--- src/hw/rtl/bta_pkg.sv ---
// Shared constants for the block-then-moving-average filter.
`default_nettype none

package bta_pkg;

  // Fixed port widths of the sample and average beats.
  localparam int ADC_W = 16;
  localparam int AVG_W = 16;

endpackage

`default_nettype wire

--- src/hw/rtl/bta_cell.sv ---
// One history cell: holds a block average and hands it on when the chain shifts.
`default_nettype none

module bta_cell #(
  parameter int ENTRY_W = 16
) (
  input  logic               clk,
  input  logic               rst,
  input  logic               shift,
  input  logic [ENTRY_W-1:0] d_in,
  output logic [ENTRY_W-1:0] q
);

  always_ff @(posedge clk) begin
    if (rst) begin
      q <= '0;
    end else if (shift) begin
      q <= d_in;
    end
  end

endmodule

`default_nettype wire

--- src/hw/rtl/bta_accum.sv ---
// Block accumulator: sums one round of samples and flags the commit tick.
`default_nettype none

module bta_accum #(
  parameter int BLOCK_LOG2 = 2,
  parameter int ENTRY_W    = 16
) (
  input  logic               clk,
  input  logic               rst,
  input  logic               en,
  input  logic [ENTRY_W-1:0] sample,
  output logic               commit,
  output logic [ENTRY_W-1:0] fresh
);

  localparam int SUM_W   = ENTRY_W + BLOCK_LOG2;
  localparam int CNT_W   = BLOCK_LOG2 + 1;
  localparam int BLOCK_N = 1 << BLOCK_LOG2;

  logic [SUM_W-1:0] block_sum;
  logic [CNT_W-1:0] sample_count;

  // Count never passes BLOCK_N, so equality marks the commit tick.
  assign commit = (sample_count == CNT_W'(BLOCK_N));
  assign fresh  = block_sum[SUM_W-1:BLOCK_LOG2];

  always_ff @(posedge clk) begin
    if (rst) begin
      block_sum    <= '0;
      sample_count <= '0;
    end else if (en) begin
      if (commit) begin
        block_sum    <= '0;
        sample_count <= '0;
      end else begin
        block_sum    <= block_sum + SUM_W'(sample);
        sample_count <= sample_count + CNT_W'(1);
      end
    end
  end

endmodule

`default_nettype wire

--- src/hw/rtl/block_then_moving_average.sv ---
// Block average followed by a moving average over a chain of history cells.
// Each input beat is one sample tick. A round is 2^BLOCK_LOG2 sample ticks
// that add their masked sample into a block sum, then one commit tick whose
// sample is ignored. The commit tick pushes block_sum >> BLOCK_LOG2 into the
// head of a chain of 2^HISTORY_LOG2 cells; the oldest entry drops off the
// tail, and the running total is corrected by (fresh - oldest) in one step.
// Every input beat yields exactly one output beat carrying the current
// average (running total >> HISTORY_LOG2, held between commits) and a
// committed flag. One beat per clock unless the output stalls; the result is
// registered, ready the cycle after its sample is taken, and the input stalls
// while a finished result waits downstream. All history cells clear on reset,
// so the average ramps up from zero over the first 2^HISTORY_LOG2 commits and
// no clearing pass is needed. Input bits above SAMPLE_BITS are dropped.
`default_nettype none

module block_then_moving_average
  import bta_pkg::*;
#(
  parameter int BLOCK_LOG2   = 2,
  parameter int HISTORY_LOG2 = 4,
  parameter int SAMPLE_BITS  = 16
) (
  input  logic             clk,
  input  logic             rst,
  // sample channel
  input  logic             in_valid,
  output logic             in_stall,
  input  logic [ADC_W-1:0] adc_sample,
  // result channel
  output logic             out_valid,
  input  logic             out_stall,
  output logic [AVG_W-1:0] average,
  output logic             committed
);

  // Entry width: samples are masked to SAMPLE_BITS but never exceed the port.
  localparam int ENTRY_W = (SAMPLE_BITS < ADC_W) ? SAMPLE_BITS : ADC_W;
  localparam int TOTAL_W = ENTRY_W + HISTORY_LOG2;
  localparam int DEPTH   = 1 << HISTORY_LOG2;

  logic               in_accept;
  logic               commit;
  logic               shift;
  logic [ENTRY_W-1:0] sample;
  logic [ENTRY_W-1:0] fresh;
  logic [ENTRY_W-1:0] hist_q [DEPTH];
  logic [TOTAL_W-1:0] running_total;
  logic [TOTAL_W-1:0] running_total_next;

  // Output register empties or drains this cycle -> room for a new beat.
  assign in_stall  = out_valid && out_stall;
  assign in_accept = in_valid && !in_stall;
  assign shift     = in_accept && commit;
  assign sample    = ENTRY_W'(adc_sample);

  bta_accum #(
    .BLOCK_LOG2 (BLOCK_LOG2),
    .ENTRY_W    (ENTRY_W)
  ) u_accum (
    .clk    (clk),
    .rst    (rst),
    .en     (in_accept),
    .sample (sample),
    .commit (commit),
    .fresh  (fresh)
  );

  // History chain: newest at cell 0, oldest at the tail.
  for (genvar i = 0; i < DEPTH; i++) begin : g_cell
    if (i == 0) begin : g_head
      bta_cell #(.ENTRY_W(ENTRY_W)) u_cell (
        .clk   (clk),
        .rst   (rst),
        .shift (shift),
        .d_in  (fresh),
        .q     (hist_q[i])
      );
    end else begin : g_body
      bta_cell #(.ENTRY_W(ENTRY_W)) u_cell (
        .clk   (clk),
        .rst   (rst),
        .shift (shift),
        .d_in  (hist_q[i-1]),
        .q     (hist_q[i])
      );
    end
  end

  // Total always equals the sum of the chain, so it cannot overflow.
  assign running_total_next = running_total - TOTAL_W'(hist_q[DEPTH-1])
                            + TOTAL_W'(fresh);

  always_ff @(posedge clk) begin
    if (rst) begin
      running_total <= '0;
    end else if (shift) begin
      running_total <= running_total_next;
    end
  end

  // Output register; average doubles as the held current average.
  always_ff @(posedge clk) begin
    if (rst) begin
      out_valid <= 1'b0;
      average   <= '0;
      committed <= 1'b0;
    end else begin
      if (in_accept) begin
        out_valid <= 1'b1;
        committed <= commit;
        if (commit) begin
          average <= AVG_W'(running_total_next[TOTAL_W-1:HISTORY_LOG2]);
        end
      end else if (!out_stall) begin
        out_valid <= 1'b0;
      end
    end
  end

endmodule

`default_nettype wire

--- config.mk ---
export PLATFORM = sky130hd
export DESIGN_NAME = block_then_moving_average
export DESIGN_NICKNAME = d
export VERILOG_FILES = /design/src/hw/rtl/bta_pkg.sv /design/src/hw/rtl/bta_cell.sv /design/src/hw/rtl/bta_accum.sv /design/src/hw/rtl/block_then_moving_average.sv
export SDC_FILE = /design/constraint.sdc
export NUM_CORES = 1
export LEC_CHECK = 0
export BUFFER_PORTS_ARGS = -buffer_cell sky130_fd_sc_hd__buf_2
export CORE_MARGIN = 4
export CORE_UTILIZATION = 30
export DETAILED_ROUTE_END_ITERATION = 16
export RECOVER_POWER = 50
export SETUP_SLACK_MARGIN = 0.3
export SLEW_MARGIN = 20
export SYNTH_ARGS = -nofsm -noshare
export SYNTH_HDL_FRONTEND = slang
export SYNTH_SLANG_ARGS = --single-unit
export TNS_END_PERCENT = 5
--- constraint.sdc ---
create_clock -name clk -period 5.7 [get_ports clk]
set_input_delay 0.285 -clock clk [delete_from_list [all_inputs] [get_ports clk]]
set_output_delay 0.285 -clock clk [all_outputs]
set_load 0.03 [all_outputs]
==> results.yml <==
floorplanning:
  coreArea_mm2: 0.04129
  rows: 74
  initial_core_util: 0.3062
  fp.dieW_um: 213.3
  die_h_um: 213.3
  io_pins: 39
  fp.dieArea_mm2: 0.04550
sta:
  fin_crit_sh: 0.7234
  clock_skew_ns: 0.01550
  fin_ws_ns: 1.577
  max_freq_mhz: 242.5
  worst_pin_slew_ns: 2.480
  max_slew_margin: -0.6597
  hold_viol_final: 0
  rsz0062_at_grt: "false"
  setup_violations: 0
  slew_violations: 75
  setup_tns_ns: 0
  period_minus_slack_ns: 4.123
clock_tree:
  ctsResizeCount: 0
  tritoncts: "done"
  cts_buffers: 31
  htreeDepth: 1
  cts_sinks: 299
  insertion_delay_ns: 0.56
  cts.clk_slew.worst_paths_ns: 0.06
  root_buffer: "clkbuf_16"
  holdBufCountCts: 1
  max-clock-path-buffers: 3
  cts_setup_buffers: 0
pwr:
  ir_drop_mv: 0.2556
  p_leak_nw: 4.847
  cellPowerDensity_mw_per_mm2: 337.2
synthesis:
  syn_avg_cell_area_um2: 7.786
  synthArstFlopShare: 0
  ys_ff_latch: 299
  synth_flop_cell: "dfxtp_1"
  syn_area_mm2: 0.01264
  ys_warn_count: 0
  synth_edf_count: 0
  netlist_instances: 1624
  yosysSeqAreaShare: 0.4734
  ys_types: 62
  synth_nets: 1699
worst_setup_path:
  crit_type: "primary input to register"
  cp.arrival_ns: 4.61
  critical_path_buf_inv_count: 4
  path_max_fanout: 53
  crit_slowest_cell: "nand3_1"
  crit_path_frequent_cell: "nand3_1"
  crit_chain: "dlygate4sd3_1 > buf_2 > a21boi_0 > nand3_1 > buf_12 > buf_4 > nor3_1 > or3b_1 > nand3_1"
  required_ns: 6.19
  start_kind: "primary input"
  cp_top_family: "simple AND/OR/NAND/NOR gates"
  crit_path_max_incr_delay_ns: 1.31
  crit_path_end_kind: "register"
cells_and_area:
  drive_above_1_share: 0.05015
  instances_no_fill: 2147
  fillers: 4381
  fin_nets: 1668
  design_area_mm2: 0.01415
  syn2layout_area_growth_pct: 11.87
  regArea_mm2: 0.005986
  diodes: 0
  multi_input_area_mm2: 0.005881
drt:
  wirelength_um: 26620
  postRouteAntennaNets: 0
  drt-initial-drc-count: 744
  routed_via_density: 4.721
  num_vias: 10140
  first_pass_iters: 5
  post_drt_wl_per_cell_um: 12.40
  route.detailed.drc: 0
place:
  dpl.hpwl_um: 16670
  dpl_cell_area_mm2: 0.01312
  place_congestion: 0.8589
  io_buffer_count: 38
  pre_cts_slack_ns: 2.376
  dp_cells: 2090
status:
  violations: "capacitance limit, slew limit"
  status: "finished, violations left"
worst_hold_path:
  hp-class: "primary input to register"
global_route:
  grt_pass1_vias: 9146
  track_usage: 0.1143
  grt_antenna_before_repair: 0
  overflow: 0
  grt_max_degree: 120
  grt_pass1_wl_um: 44710
job:
  max-cap-violations: 2
area by class of cell:
type,instances,share of cell area
clock inverter,9,0.008933
inverter,79,0.02096
tap,532,0.04705
sequential,299,0.4231
multi-input combinational,1134,0.4157
timing repair buffer,48,0.01972
clock buffer,46,0.06448
cells by family (layout without fill, tap and decap cells):
logic type / Yosys count / count (layout) / share of synthesized area
AND/OR/NAND/NOR: 655 / 655 / 0.2073
AO/OA/AOI/OAI: 406 / 406 / 0.1807
flip-flops: 299 / 299 / 0.4734
buffers and inverters: 191 / 182 / 0.06155
adder cells (fa/ha/maj): 55 / 55 / 0.06452
XOR/XNOR: 17 / 17 / 0.01177
multiplexers: 1 / 1 / 0.0007916
synthesized netlist by cell type, types with 11 or more instances:
cell,n,area share
a21oi_1,294,0.12
buf_4,16,0.0095
clkbuf_1,94,0.028
dfxtp_1,299,0.47
fa_1,17,0.027
ha_1,38,0.038
inv_1,79,0.023
nand2_1,555,0.16
nand3_1,15,0.0059
nor2_1,34,0.010
nor3_1,14,0.0055
o21ai_0,27,0.011
xnor2_1,11,0.0076
sequential cells by signal (all words and copies together) (netlist names):
register and cells:
g_cell.g_body.u_cell.q 240, running_total 20, u_accum.block_sum 18, g_cell.g_head.u_cell.q 16
u_accum.sample_count 3, committed 1, out_valid 1
tightest hold or removal path: cells and delay by family:
| kind | cells | cell delay [ns] |
|---|---|---|
| buffers and inverters | 1 | 0.08 |
| and+or+nand+nor | 1 | 0.08 |
| AOI/OAI and AO/OA | 1 | 0.06 |
| adders and majority gates | 1 | 0.12 |
metrics by stage:
step / hold slack [ns] / utilization / total power, mW
CTS: 0.07293 / 0.3431 / 4.840
detailed placement: 0.4415 / 0.3177 / 2.783
global placement: 0.4358 / 0.3177 / 2.780
finish: 0.09708 / 0.3426 / 4.771
floorplan: 0.4091 / - / 2.643
global route: 0.1189 / 0.3426 / 4.988
metal layers:
layer | part of all wire | vias up | track usage
met4 | 0.030 | 0 | 0.03575
met3 | 0.033 | 53 | 0.01881
met5 | 0 | - | 0
li1 | - | 5278 | -
met2 | 0.45 | 130 | 0.1783
met1 | 0.49 | 4675 | 0.1628
where the power goes:
part	internal [mW]	leakage, nW	switching (mW)
Combinational	0.243	1.93	0.361
Sequential	2.11	2.41	0.0291
Clock	1.23	0.511	0.796
placed cells by master (no fill, tap or decap), drive strengths merged, types with 11 or more instances in the layout:
cell,netlist,layout
a21oi,294,294
buf,18,28
clkbuf,94,65
dfxtp,299,299
fa,17,17
ha,38,38
inv,79,80
nand2,555,555
nand3,15,15
nor2,34,34
nor3,14,14
o21ai,30,30
xnor2,11,11
worst paths after layout:
check,start,endpoint,slack (ns),cells after the start
setup / recovery,in_valid,running_total[18],1.58,9
hold / removal,adc_sample[0],u_accum.block_sum[0],0.1,4
setup reg to reg,out_valid,running_total[18],1.64,7
hold reg to reg,g_cell[9].g_body.u_cell.q[12],g_cell[10].g_body.u_cell.q[12],0.45,2
No activity file was read; power rests on OpenSTA's default activity.
